<file path="config.mk">
export PLATFORM = sky130hd
export DESIGN_NAME = query_hit_payload_parser_core
export DESIGN_NICKNAME = d
export VERILOG_FILES = /design/src/design/qhp_pkg.sv /design/src/design/qhp_step.sv /design/src/design/query_hit_payload_parser_core.sv
export VERILOG_INCLUDE_DIRS = /design/src /design/src/design
export SDC_FILE = /design/constraint.sdc
export NUM_CORES = 1
export LEC_CHECK = 0
export BUFFER_PORTS_ARGS = -buffer_cell sky130_fd_sc_hd__buf_2
export CORE_MARGIN = 4
export CORE_UTILIZATION = 60
export DETAILED_ROUTE_END_ITERATION = 6
export GPL_ROUTABILITY_DRIVEN = 0
export HOLD_SLACK_MARGIN = 0.12
export PLACE_DENSITY_LB_ADDON = 0.25
export SYNTH_ARGS = -nofsm -noshare
export SYNTH_HDL_FRONTEND = slang
export SYNTH_SLANG_ARGS = --single-unit
export TNS_END_PERCENT = 10
</file>
<file path="constraint.sdc">
create_clock -name aclk -period 7.7 [get_ports aclk]
set_clock_uncertainty 0.2 [all_clocks]
set_input_delay 1.54 -clock aclk [delete_from_list [all_inputs] [get_ports aclk]]
set_output_delay 1.54 -clock aclk [all_outputs]
set_load 0.05 [all_outputs]
</file>
<file path="src/design/query_hit_payload_parser_core_assert.svh">
// assertion macros for the query-hit payload parser
`ifndef QUERY_HIT_PAYLOAD_PARSER_CORE_ASSERT_SVH
`define QUERY_HIT_PAYLOAD_PARSER_CORE_ASSERT_SVH

`ifndef SYNTHESIS

// same-cycle implication, checked out of reset
`define QHP_ASSERT_IMPLY(label, clk, rstn, ante, cons, msg) \
    label: assert property (@(posedge clk) disable iff (!(rstn)) (ante) |-> (cons)) \
        else $error(msg);

// next-cycle implication, checked out of reset
`define QHP_ASSERT_NEXT(label, clk, rstn, ante, cons, msg) \
    label: assert property (@(posedge clk) disable iff (!(rstn)) (ante) |=> (cons)) \
        else $error(msg);

`else

`define QHP_ASSERT_IMPLY(label, clk, rstn, ante, cons, msg)
`define QHP_ASSERT_NEXT(label, clk, rstn, ante, cons, msg)

`endif

`endif

</file>
<file path="src/design/qhp_pkg.sv">
// shared types, codes and defaults of the query-hit payload parser
`timescale 1ns / 1ps

package qhp_pkg;

    // defaults for the top-level parameters
    localparam int QHP_SERVENT_ID_BYTES = 16;
    localparam int QHP_MAX_STRING_BYTES = 255;
    localparam int QHP_LENGTH_BITS      = 16;

    // byte widths of the fixed fields
    localparam logic [8:0] FW_ONE  = 9'd1;
    localparam logic [8:0] FW_PORT = 9'd2;
    localparam logic [8:0] FW_WORD = 9'd4;

    // parser phases, one-hot
    typedef enum logic [14:0] {
        PH_IDLE   = 15'h0001,
        PH_HITS   = 15'h0002,
        PH_PORT   = 15'h0004,
        PH_ADDR   = 15'h0008,
        PH_SPEED  = 15'h0010,
        PH_INDEX  = 15'h0020,
        PH_SIZE   = 15'h0040,
        PH_NAME   = 15'h0080,
        PH_EXT    = 15'h0100,
        PH_VENDOR = 15'h0200,
        PH_OSIZE  = 15'h0400,
        PH_OPEN   = 15'h0800,
        PH_PRIV   = 15'h1000,
        PH_SERV   = 15'h2000,
        PH_END    = 15'h4000
    } qhp_phase_t;

    // field ids on the result channel
    localparam logic [3:0] FID_HITS     = 4'd0;
    localparam logic [3:0] FID_PORT     = 4'd1;
    localparam logic [3:0] FID_ADDR     = 4'd2;
    localparam logic [3:0] FID_SPEED    = 4'd3;
    localparam logic [3:0] FID_INDEX    = 4'd4;
    localparam logic [3:0] FID_SIZE     = 4'd5;
    localparam logic [3:0] FID_NAME     = 4'd6;
    localparam logic [3:0] FID_EXT      = 4'd7;
    localparam logic [3:0] FID_VENDOR   = 4'd8;
    localparam logic [3:0] FID_OSIZE    = 4'd9;
    localparam logic [3:0] FID_OPEN     = 4'd10;
    localparam logic [3:0] FID_PRIV     = 4'd11;
    localparam logic [3:0] FID_SERVENT  = 4'd12;

    // error codes
    localparam logic [1:0] ERR_OK       = 2'd0;
    localparam logic [1:0] ERR_STR_LONG = 2'd1;
    localparam logic [1:0] ERR_SHORT    = 2'd2;
    localparam logic [1:0] ERR_PAST_END = 2'd3;

    // parser context of fixed width
    typedef struct packed {
        qhp_phase_t  phase;
        logic [7:0]  field_byte_count;
        logic [7:0]  hits_left;
        logic [7:0]  hit_counter;
        logic [31:0] value_accumulator;
        logic [7:0]  open_data_left;
    } qhp_ctx_t;

    localparam qhp_ctx_t QHP_CTX_RESET = '{PH_IDLE, 8'd0, 8'd0, 8'd0, 32'd0, 8'd0};

    // one result item
    typedef struct packed {
        logic [3:0]  field_id;
        logic [7:0]  byte_index;
        logic [7:0]  hit_number;
        logic [7:0]  data_byte;
        logic [31:0] field_value;
        logic        field_done;
        logic        message_done;
        logic [1:0]  error_code;
    } qhp_result_t;

endpackage

</file>
<file path="src/design/qhp_step.sv">
// per-byte parse step: next context and result item from one payload byte
`timescale 1ns / 1ps

module qhp_step import qhp_pkg::*; #(
    parameter int SERVENT_ID_BYTES = QHP_SERVENT_ID_BYTES,
    parameter int MAX_STRING_BYTES = QHP_MAX_STRING_BYTES,
    parameter int LENGTH_BITS      = QHP_LENGTH_BITS
) (
    input  logic [7:0]             payload_byte,
    input  logic                   start_req,
    input  logic [15:0]            payload_length,
    input  qhp_ctx_t               ctx_q,
    input  logic [LENGTH_BITS-1:0] bytes_consumed_q,
    input  logic [LENGTH_BITS-1:0] total_length_q,
    input  logic [LENGTH_BITS-1:0] private_left_q,
    output qhp_ctx_t               ctx_d,
    output logic [LENGTH_BITS-1:0] bytes_consumed_d,
    output logic [LENGTH_BITS-1:0] total_length_d,
    output logic [LENGTH_BITS-1:0] private_left_d,
    output qhp_result_t            result
);

    localparam logic [LENGTH_BITS-1:0] SERV_LEN = LENGTH_BITS'(SERVENT_ID_BYTES);
    localparam logic [LENGTH_BITS-1:0] LEN_ONE  = LENGTH_BITS'(1);
    localparam logic [8:0]             SERV_CNT = 9'(SERVENT_ID_BYTES);
    localparam logic [7:0]             STR_MAX  = 8'(MAX_STRING_BYTES);

    qhp_ctx_t               ctx_s;
    logic [LENGTH_BITS-1:0] len_w;
    logic [LENGTH_BITS-1:0] bc_s;
    logic [LENGTH_BITS-1:0] tl_s;
    logic [LENGTH_BITS-1:0] pl_s;
    logic [LENGTH_BITS-1:0] bc_inc;
    logic [LENGTH_BITS-1:0] rem;
    logic [LENGTH_BITS-1:0] pl_dec;
    logic [LENGTH_BITS-1:0] priv_len;
    qhp_phase_t             priv_phase;
    logic [7:0]             cnt;
    logic [8:0]             cnt_inc;
    logic [31:0]            acc_new;
    logic [7:0]             hl_dec;
    logic [7:0]             odl_dec;
    logic                   done;
    logic                   msg;
    logic                   abort_str;
    logic                   past_end;
    logic                   is_fixed;
    qhp_phase_t             next_phase;
    logic [3:0]             fid;
    logic [31:0]            value;
    logic [7:0]             hitno;

    assign len_w = LENGTH_BITS'(payload_length);

    // a start byte drops any payload in progress
    always_comb begin
        if (start_req) begin
            ctx_s       = QHP_CTX_RESET;
            ctx_s.phase = (len_w == '0) ? PH_END : PH_HITS;
            bc_s        = '0;
            tl_s        = len_w;
            pl_s        = '0;
        end else begin
            ctx_s = ctx_q;
            bc_s  = bytes_consumed_q;
            tl_s  = total_length_q;
            pl_s  = private_left_q;
        end
    end

    always_comb begin
        bc_inc  = bc_s + LEN_ONE;
        rem     = (tl_s > bc_inc) ? (tl_s - bc_inc) : '0;
        cnt     = ctx_s.field_byte_count;
        cnt_inc = {1'b0, cnt} + 9'd1;
        acc_new = ctx_s.value_accumulator | (32'(payload_byte) << {cnt[1:0], 3'b000});
        hl_dec  = ctx_s.hits_left - 8'd1;
        odl_dec = ctx_s.open_data_left - 8'd1;
        pl_dec  = pl_s - LEN_ONE;
        // private data only when more than the servent id is left
        if (rem > SERV_LEN) begin
            priv_phase = PH_PRIV;
            priv_len   = rem - SERV_LEN;
        end else begin
            priv_phase = PH_SERV;
            priv_len   = '0;
        end
    end

    always_comb begin
        ctx_d            = ctx_s;
        bytes_consumed_d = bc_s;
        total_length_d   = tl_s;
        private_left_d   = pl_s;
        done             = 1'b0;
        msg              = 1'b0;
        abort_str        = 1'b0;
        past_end         = 1'b0;
        is_fixed         = 1'b0;
        next_phase       = ctx_s.phase;
        fid              = FID_HITS;
        value            = '0;
        hitno            = '0;

        case (ctx_s.phase)
            PH_HITS: begin
                fid      = FID_HITS;
                is_fixed = 1'b1;
                value    = acc_new;
                if (cnt_inc >= FW_ONE) begin
                    done            = 1'b1;
                    ctx_d.hits_left = payload_byte;
                    next_phase      = PH_PORT;
                end
            end
            PH_PORT: begin
                fid      = FID_PORT;
                is_fixed = 1'b1;
                value    = acc_new;
                if (cnt_inc >= FW_PORT) begin
                    done       = 1'b1;
                    next_phase = PH_ADDR;
                end
            end
            PH_ADDR: begin
                fid      = FID_ADDR;
                is_fixed = 1'b1;
                value    = acc_new;
                if (cnt_inc >= FW_WORD) begin
                    done       = 1'b1;
                    next_phase = PH_SPEED;
                end
            end
            PH_SPEED: begin
                fid      = FID_SPEED;
                is_fixed = 1'b1;
                value    = acc_new;
                if (cnt_inc >= FW_WORD) begin
                    done       = 1'b1;
                    next_phase = (ctx_s.hits_left == 8'd0) ? PH_VENDOR : PH_INDEX;
                end
            end
            PH_INDEX: begin
                fid      = FID_INDEX;
                is_fixed = 1'b1;
                value    = acc_new;
                hitno    = ctx_s.hit_counter;
                if (cnt_inc >= FW_WORD) begin
                    done       = 1'b1;
                    next_phase = PH_SIZE;
                end
            end
            PH_SIZE: begin
                fid      = FID_SIZE;
                is_fixed = 1'b1;
                value    = acc_new;
                hitno    = ctx_s.hit_counter;
                if (cnt_inc >= FW_WORD) begin
                    done       = 1'b1;
                    next_phase = PH_NAME;
                end
            end
            PH_NAME: begin
                fid   = FID_NAME;
                hitno = ctx_s.hit_counter;
                if (payload_byte == 8'd0) begin
                    done       = 1'b1;
                    next_phase = PH_EXT;
                end else if (cnt >= STR_MAX) begin
                    abort_str = 1'b1;
                end
            end
            PH_EXT: begin
                fid   = FID_EXT;
                hitno = ctx_s.hit_counter;
                if (payload_byte == 8'd0) begin
                    done              = 1'b1;
                    ctx_d.hit_counter = ctx_s.hit_counter + 8'd1;
                    ctx_d.hits_left   = hl_dec;
                    next_phase        = (hl_dec == 8'd0) ? PH_VENDOR : PH_INDEX;
                end else if (cnt >= STR_MAX) begin
                    abort_str = 1'b1;
                end
            end
            PH_VENDOR: begin
                fid      = FID_VENDOR;
                is_fixed = 1'b1;
                if (cnt_inc >= FW_WORD) begin
                    done       = 1'b1;
                    next_phase = PH_OSIZE;
                end
            end
            PH_OSIZE: begin
                fid      = FID_OSIZE;
                is_fixed = 1'b1;
                value    = acc_new;
                if (cnt_inc >= FW_ONE) begin
                    done                 = 1'b1;
                    ctx_d.open_data_left = payload_byte;
                    if (payload_byte == 8'd0) begin
                        next_phase     = priv_phase;
                        private_left_d = priv_len;
                    end else begin
                        next_phase = PH_OPEN;
                    end
                end
            end
            PH_OPEN: begin
                fid                  = FID_OPEN;
                ctx_d.open_data_left = odl_dec;
                if (odl_dec == 8'd0) begin
                    done           = 1'b1;
                    next_phase     = priv_phase;
                    private_left_d = priv_len;
                end
            end
            PH_PRIV: begin
                fid            = FID_PRIV;
                private_left_d = pl_dec;
                if (pl_dec == '0) begin
                    done       = 1'b1;
                    next_phase = PH_SERV;
                end
            end
            PH_SERV: begin
                fid = FID_SERVENT;
                if (cnt_inc >= SERV_CNT) begin
                    done       = 1'b1;
                    msg        = 1'b1;
                    next_phase = PH_END;
                end
            end
            default: begin
                // idle or stopped
                past_end = 1'b1;
            end
        endcase

        result           = '0;
        result.data_byte = payload_byte;

        if (past_end) begin
            ctx_d            = ctx_s;
            private_left_d   = pl_s;
            result.error_code = ERR_PAST_END;
        end else begin
            bytes_consumed_d = bc_inc;
            result.field_id     = fid;
            result.byte_index   = cnt;
            result.hit_number   = hitno;
            result.field_value  = value;
            result.field_done   = done;
            result.message_done = msg;
            if (abort_str) begin
                result.error_code = ERR_STR_LONG;
                next_phase        = PH_END;
            end else if (rem == '0 && !msg) begin
                result.error_code = ERR_SHORT;
                next_phase        = PH_END;
            end else begin
                result.error_code = ERR_OK;
            end
            if (done) begin
                ctx_d.field_byte_count  = 8'd0;
                ctx_d.value_accumulator = 32'd0;
            end else begin
                ctx_d.field_byte_count  = cnt_inc[7:0];
                ctx_d.value_accumulator = is_fixed ? acc_new : ctx_s.value_accumulator;
            end
            ctx_d.phase = next_phase;
        end
    end

endmodule

</file>
<file path="src/design/query_hit_payload_parser_core.sv">
// top level of the query-hit payload parser: input register, parse state, result register
`timescale 1ns / 1ps
`include "query_hit_payload_parser_core_assert.svh"

// channel   direction  handshake            payload
// s_        in         s_valid / s_ready    s_payload_byte, s_start_req, s_payload_length
// m_        out        m_valid / m_ready    m_field_id .. m_error_code, one item per input item
//
// one item per cycle sustained while m_ready stays high; an accepted s_ item passes
// through the input register and then the result register before m_valid rises
// the parse step is a single pass of logic from the input register to the result register
// aresetn (synchronous, active low) clears the parse context and both valid flags
// a stall on m_ backs up through the input register, so s_ready drops while it holds an item
// s_ready is high whenever the input register is empty or moves into the result register

module query_hit_payload_parser_core import qhp_pkg::*; #(
    parameter int SERVENT_ID_BYTES = QHP_SERVENT_ID_BYTES,
    parameter int MAX_STRING_BYTES = QHP_MAX_STRING_BYTES,
    parameter int LENGTH_BITS      = QHP_LENGTH_BITS
) (
    input  logic        aclk,
    input  logic        aresetn,
    // input channel
    input  logic        s_valid,
    output logic        s_ready,
    input  logic [7:0]  s_payload_byte,
    input  logic        s_start_req,
    input  logic [15:0] s_payload_length,
    // result channel
    output logic        m_valid,
    input  logic        m_ready,
    output logic [3:0]  m_field_id,
    output logic [7:0]  m_byte_index,
    output logic [7:0]  m_hit_number,
    output logic [7:0]  m_data_byte,
    output logic [31:0] m_field_value,
    output logic        m_field_done,
    output logic        m_message_done,
    output logic [1:0]  m_error_code
);

    // input register
    logic        in_valid_reg;
    logic [7:0]  in_byte_reg;
    logic        in_start_reg;
    logic [15:0] in_len_reg;

    // parse context
    qhp_ctx_t               ctx_reg;
    qhp_ctx_t               ctx_next;
    logic [LENGTH_BITS-1:0] bytes_consumed_reg;
    logic [LENGTH_BITS-1:0] bytes_consumed_next;
    logic [LENGTH_BITS-1:0] total_length_reg;
    logic [LENGTH_BITS-1:0] total_length_next;
    logic [LENGTH_BITS-1:0] private_left_reg;
    logic [LENGTH_BITS-1:0] private_left_next;

    // result register
    logic        out_valid_reg;
    qhp_result_t out_reg;
    qhp_result_t out_next;

    logic advance;
    logic s_take;

    // the held item moves on when the result register is empty or being drained
    assign advance = in_valid_reg && (!out_valid_reg || m_ready);
    assign s_ready = !in_valid_reg || advance;
    assign s_take  = s_valid && s_ready;

    always_ff @(posedge aclk) begin
        if (!aresetn) begin
            in_valid_reg <= 1'b0;
        end else if (s_take) begin
            in_valid_reg <= 1'b1;
        end else if (advance) begin
            in_valid_reg <= 1'b0;
        end
    end

    // payload of the input register, no reset
    always_ff @(posedge aclk) begin
        if (s_take) begin
            in_byte_reg  <= s_payload_byte;
            in_start_reg <= s_start_req;
            in_len_reg   <= s_payload_length;
        end
    end

    qhp_step #(
        .SERVENT_ID_BYTES (SERVENT_ID_BYTES),
        .MAX_STRING_BYTES (MAX_STRING_BYTES),
        .LENGTH_BITS      (LENGTH_BITS)
    ) u_step (
        .payload_byte     (in_byte_reg),
        .start_req        (in_start_reg),
        .payload_length   (in_len_reg),
        .ctx_q            (ctx_reg),
        .bytes_consumed_q (bytes_consumed_reg),
        .total_length_q   (total_length_reg),
        .private_left_q   (private_left_reg),
        .ctx_d            (ctx_next),
        .bytes_consumed_d (bytes_consumed_next),
        .total_length_d   (total_length_next),
        .private_left_d   (private_left_next),
        .result           (out_next)
    );

    // parse context moves only when a byte is parsed
    always_ff @(posedge aclk) begin
        if (!aresetn) begin
            ctx_reg            <= QHP_CTX_RESET;
            bytes_consumed_reg <= '0;
            total_length_reg   <= '0;
            private_left_reg   <= '0;
        end else if (advance) begin
            ctx_reg            <= ctx_next;
            bytes_consumed_reg <= bytes_consumed_next;
            total_length_reg   <= total_length_next;
            private_left_reg   <= private_left_next;
        end
    end

    always_ff @(posedge aclk) begin
        if (!aresetn) begin
            out_valid_reg <= 1'b0;
        end else if (advance) begin
            out_valid_reg <= 1'b1;
        end else if (m_ready) begin
            out_valid_reg <= 1'b0;
        end
    end

    // result payload, no reset
    always_ff @(posedge aclk) begin
        if (advance) begin
            out_reg <= out_next;
        end
    end

    assign m_valid        = out_valid_reg;
    assign m_field_id     = out_reg.field_id;
    assign m_byte_index   = out_reg.byte_index;
    assign m_hit_number   = out_reg.hit_number;
    assign m_data_byte    = out_reg.data_byte;
    assign m_field_value  = out_reg.field_value;
    assign m_field_done   = out_reg.field_done;
    assign m_message_done = out_reg.message_done;
    assign m_error_code   = out_reg.error_code;

    // message end only ever closes a clean servent id
    `QHP_ASSERT_IMPLY(a_msg_done_servent, aclk, aresetn, out_valid_reg && out_reg.message_done, out_reg.field_id == FID_SERVENT && out_reg.field_done && out_reg.error_code == ERR_OK, "message done outside a clean servent id")

    // a byte past the end carries nothing but its data and the error
    `QHP_ASSERT_IMPLY(a_past_end_clear, aclk, aresetn, out_valid_reg && out_reg.error_code == ERR_PAST_END, out_reg.field_id == FID_HITS && out_reg.byte_index == 8'd0 && out_reg.field_value == 32'd0 && !out_reg.field_done && !out_reg.message_done, "byte past end with field data")

    // an overlong string is only reported inside name or extension and never completes it
    `QHP_ASSERT_IMPLY(a_str_long_field, aclk, aresetn, out_valid_reg && out_reg.error_code == ERR_STR_LONG, !out_reg.field_done && (out_reg.field_id == FID_NAME || out_reg.field_id == FID_EXT), "string error outside a string field")

    // a held item that moves on shows up as a result in the next cycle
    `QHP_ASSERT_NEXT(a_item_moves, aclk, aresetn, in_valid_reg && (!out_valid_reg || m_ready), out_valid_reg, "parsed item lost before the result register")

endmodule

</file>
==> flow_metrics.tcl <==
set metrics [dict create \
    chipHeight_um 154.4 \
    synth.distinct_cells 87 \
    max_stage_delay_ns 0.71 \
    htreeDepth 1 \
    cp_slowest_cell "edfxtp_1" \
    clkSlewWorstSetupHoldPaths_ns 0.06 \
    numCtsBuffers 24 \
    relSlewSlack_pct 12.58 \
    max-cap-violations 0 \
    die_x_um 154.4 \
    ff2ff_setup_slack_ns 1.56 \
    cp_cell_sequence "buf_4, mux2_2, ha_1, nor2_1, a211oi_1, o211ai_1, a31oi_2, a31oi_1, nor2_1, buf_4, nand2_1, ha_1, inv_1, a21oi_1, nor2b_1, a221o_1, or4_1, a21oi_1" \
    rsz0062_at_grt "no" \
    start_kind "flip-flop" \
    fillers 1708 \
    status "completed" \
    final_core_util_pct 67.73 \
    worstMarginPinSlew_ns 1.278 \
    overflow 0 \
    synth.ff_latch_count 218 \
    dp_hpwl_mm 24.58 \
    cts_tree "done" \
    hold_path_startpoint "total_length_reg[11]" \
    end_kind "flip-flop" \
    path_class "flip-flop to flip-flop" \
    crit-reg2reg-launch "in_start_reg" \
    reg2reg_to "private_left_reg[0]" \
    largest_register_ffs 79 \
    die_area_um2 23830 \
    seq_area_frac_synth_pct 40.88 \
    min_period_over_period_pct 79.77 \
    multi_input_area_um2 7099 \
    cp.depth 18 \
    ctsRootBufferMaster "clkbuf_16" \
    power.density_nw_per_um2 204.8 \
    drive_above_1_share_pct 12.96 \
    drc 0 \
    wl_met2_mm 17.02 \
    nets 1613 \
    ff2ff_path_depth 18 \
    final_cell_mix "nor2_1, nand2_1, dfxtp_1" \
    cts_hold_buf 0 \
    final_area_um2 14240 \
    layout_min_cycle_time_ns 6.142 \
    timing.fmax_mhz 162.8 \
    cts.sinks 218 \
    grt_max_degree 66 \
    initial_core_util_pct 61.15 \
    syn_inst 1517 \
    antenna_left 0 \
    clk_latency_ns 0.52 \
    hold_class "flip-flop to flip-flop" \
    grt_usage_pct 29.17 \
    rows 53 \
    routedWlPerCell_um 19.52 \
    hold_viol 0 \
    crit_family "compound AO/OA/AOI/OAI gates" \
    seq_area_um2 5255 \
    ioPinCount 95 \
    antenna_found_initial 0 \
    crit_path_max_fanout 49 \
    postCtsSetupBuffers 0 \
    worstPathArrival_ns 6.37 \
    leakagePower_nw 5.175 \
    fp.coreArea_um2 21020 \
    ir_worst_vdd_mv 0.2158 \
    syn_to_final_growth_pct 10.77 \
    synth-edff-count 89 \
    grt_pass1_vias 11520 \
    syn_area_um2 12850 \
    post_cts_resized 0 \
    numPortBuffers 94 \
    cts_max_path_buffers 3 \
    place_area_um2 13430 \
    required_ns 7.93 \
    wl_met3_mm 3.280 \
    grt_pass1_wl_mm 58.30 \
    vias_per_cell 6.649 \
    holdPathStages 2 \
    slew_viol_final 0 \
    synth_fp_nets 1574 \
    path_buf_inv 3 \
    ys.flop_type "dfxtp_1" \
    fin_ws_ns 1.558 \
    hold_end "total_length_reg[11]" \
    wl_mm 36.09 \
    syn_area_per_cell_um2 8.474 \
    ys_async_sr_fraction_pct 0 \
    num_vias 12290 \
    finalSetupViolCount 0 \
    ys.warnings.count 0 \
    drtIter0Drc 1337 \
    dr.max_layer_used "met4" \
    timing.hold.ws_ns 0.2544 \
    wl_met1_mm 14.07 \
    fin_setup_tns_ns 0 \
    firstDrtPassIters 7 \
    diodes 0 \
    dp_slack_ns 1.735 \
    layout_commonest_cell "nor2_1" \
]
==> tightest hold or removal path, delay by kind of cell, from the launching register on <==
family,cells,cell delay [ns]
and+or+nand+nor,1,0.05
AOI/OAI and AO/OA,1,0.05
DFF,1,0.31
==> final cells by class <==
class | instances | area share [%]
well taps | 275 | 2.417
clock inverters | 12 | 0.9051
inverters | 30 | 0.8172
flip-flops and latches | 218 | 36.91
repair buffers | 113 | 4.306
clock buffers | 32 | 4.789
multi-input cells | 1169 | 49.86
==> through the flow <==
stage	cells	total power [mW]
after CTS	1849	2.916
after detailed placement	1805	1.756
after global placement	1805	1.750
final	1849	2.917
after global routing	1849	3.025
after floorplan	1517	1.637
==> cell families (layout without fill, tap and decap cells) <==
group | count (synthesis) | in the layout | synth area share, %
compound gates | 438 | 438 | 22.86
simple gates | 628 | 628 | 23.92
mux | 28 | 28 | 2.375
flops | 218 | 218 | 40.88
xor+xnor | 47 | 47 | 3.202
buf+inv | 130 | 187 | 3.971
fa+ha+maj | 28 | 28 | 2.784
==> how the worst max path moves through the flow <==
stage | slack (ns) | to | from
global placement | 1.89 | private_left_reg[0] | in_start_reg
global route | 1.19 | private_left_reg[4] | in_start_reg
detailed placement | 1.73 | private_left_reg[0] | in_start_reg
CTS | 1.70 | private_left_reg[0] | in_start_reg
finish | 1.56 | private_left_reg[0] | in_start_reg
floorplan | 0.86 | private_left_reg[1] | in_start_reg
==> cells in the mapped netlist (all sizes together) (16+ instances only) <==
| master | number | area [µm²] |
|---|---|---|
| or3 | 18 | 112.6 |
| nor4 | 27 | 202.7 |
| edfxtp | 89 | 2673 |
| xnor2 | 35 | 306.5 |
| nand4 | 17 | 106.4 |
| dfxtp | 129 | 2582 |
| o211ai | 16 | 120.1 |
| nand3 | 39 | 195.2 |
| nand2 | 149 | 559.3 |
| and2 | 23 | 143.9 |
| clkbuf | 83 | 312.8 |
| inv | 30 | 112.6 |
| a22oi | 86 | 645.6 |
| nor2 | 214 | 803.3 |
| nand2b | 16 | 107.6 |
| nor3 | 34 | 180.2 |
| ha | 27 | 337.8 |
| mux2 | 17 | 191.4 |
| a21oi | 96 | 480.5 |
| buf | 17 | 85.07 |
| nor2b | 30 | 195.2 |
| o21ai | 88 | 440.4 |
==> where the power goes <==
part,internal (mW),switching [mW],total [mW]
clock,0.695,0.478,1.17
sequential,1.24,0.0289,1.27
combinational,0.145,0.331,0.476
total,2.08,0.838,2.92
==> per-layer routing <==
layer	vias up	track usage, %
met1	5815	36.98
li1	5695	-
met4	0	13.79
met3	135	4.589
met5	-	0
met2	649	48.92
Note: power is estimated with default switching activity, not from simulation.
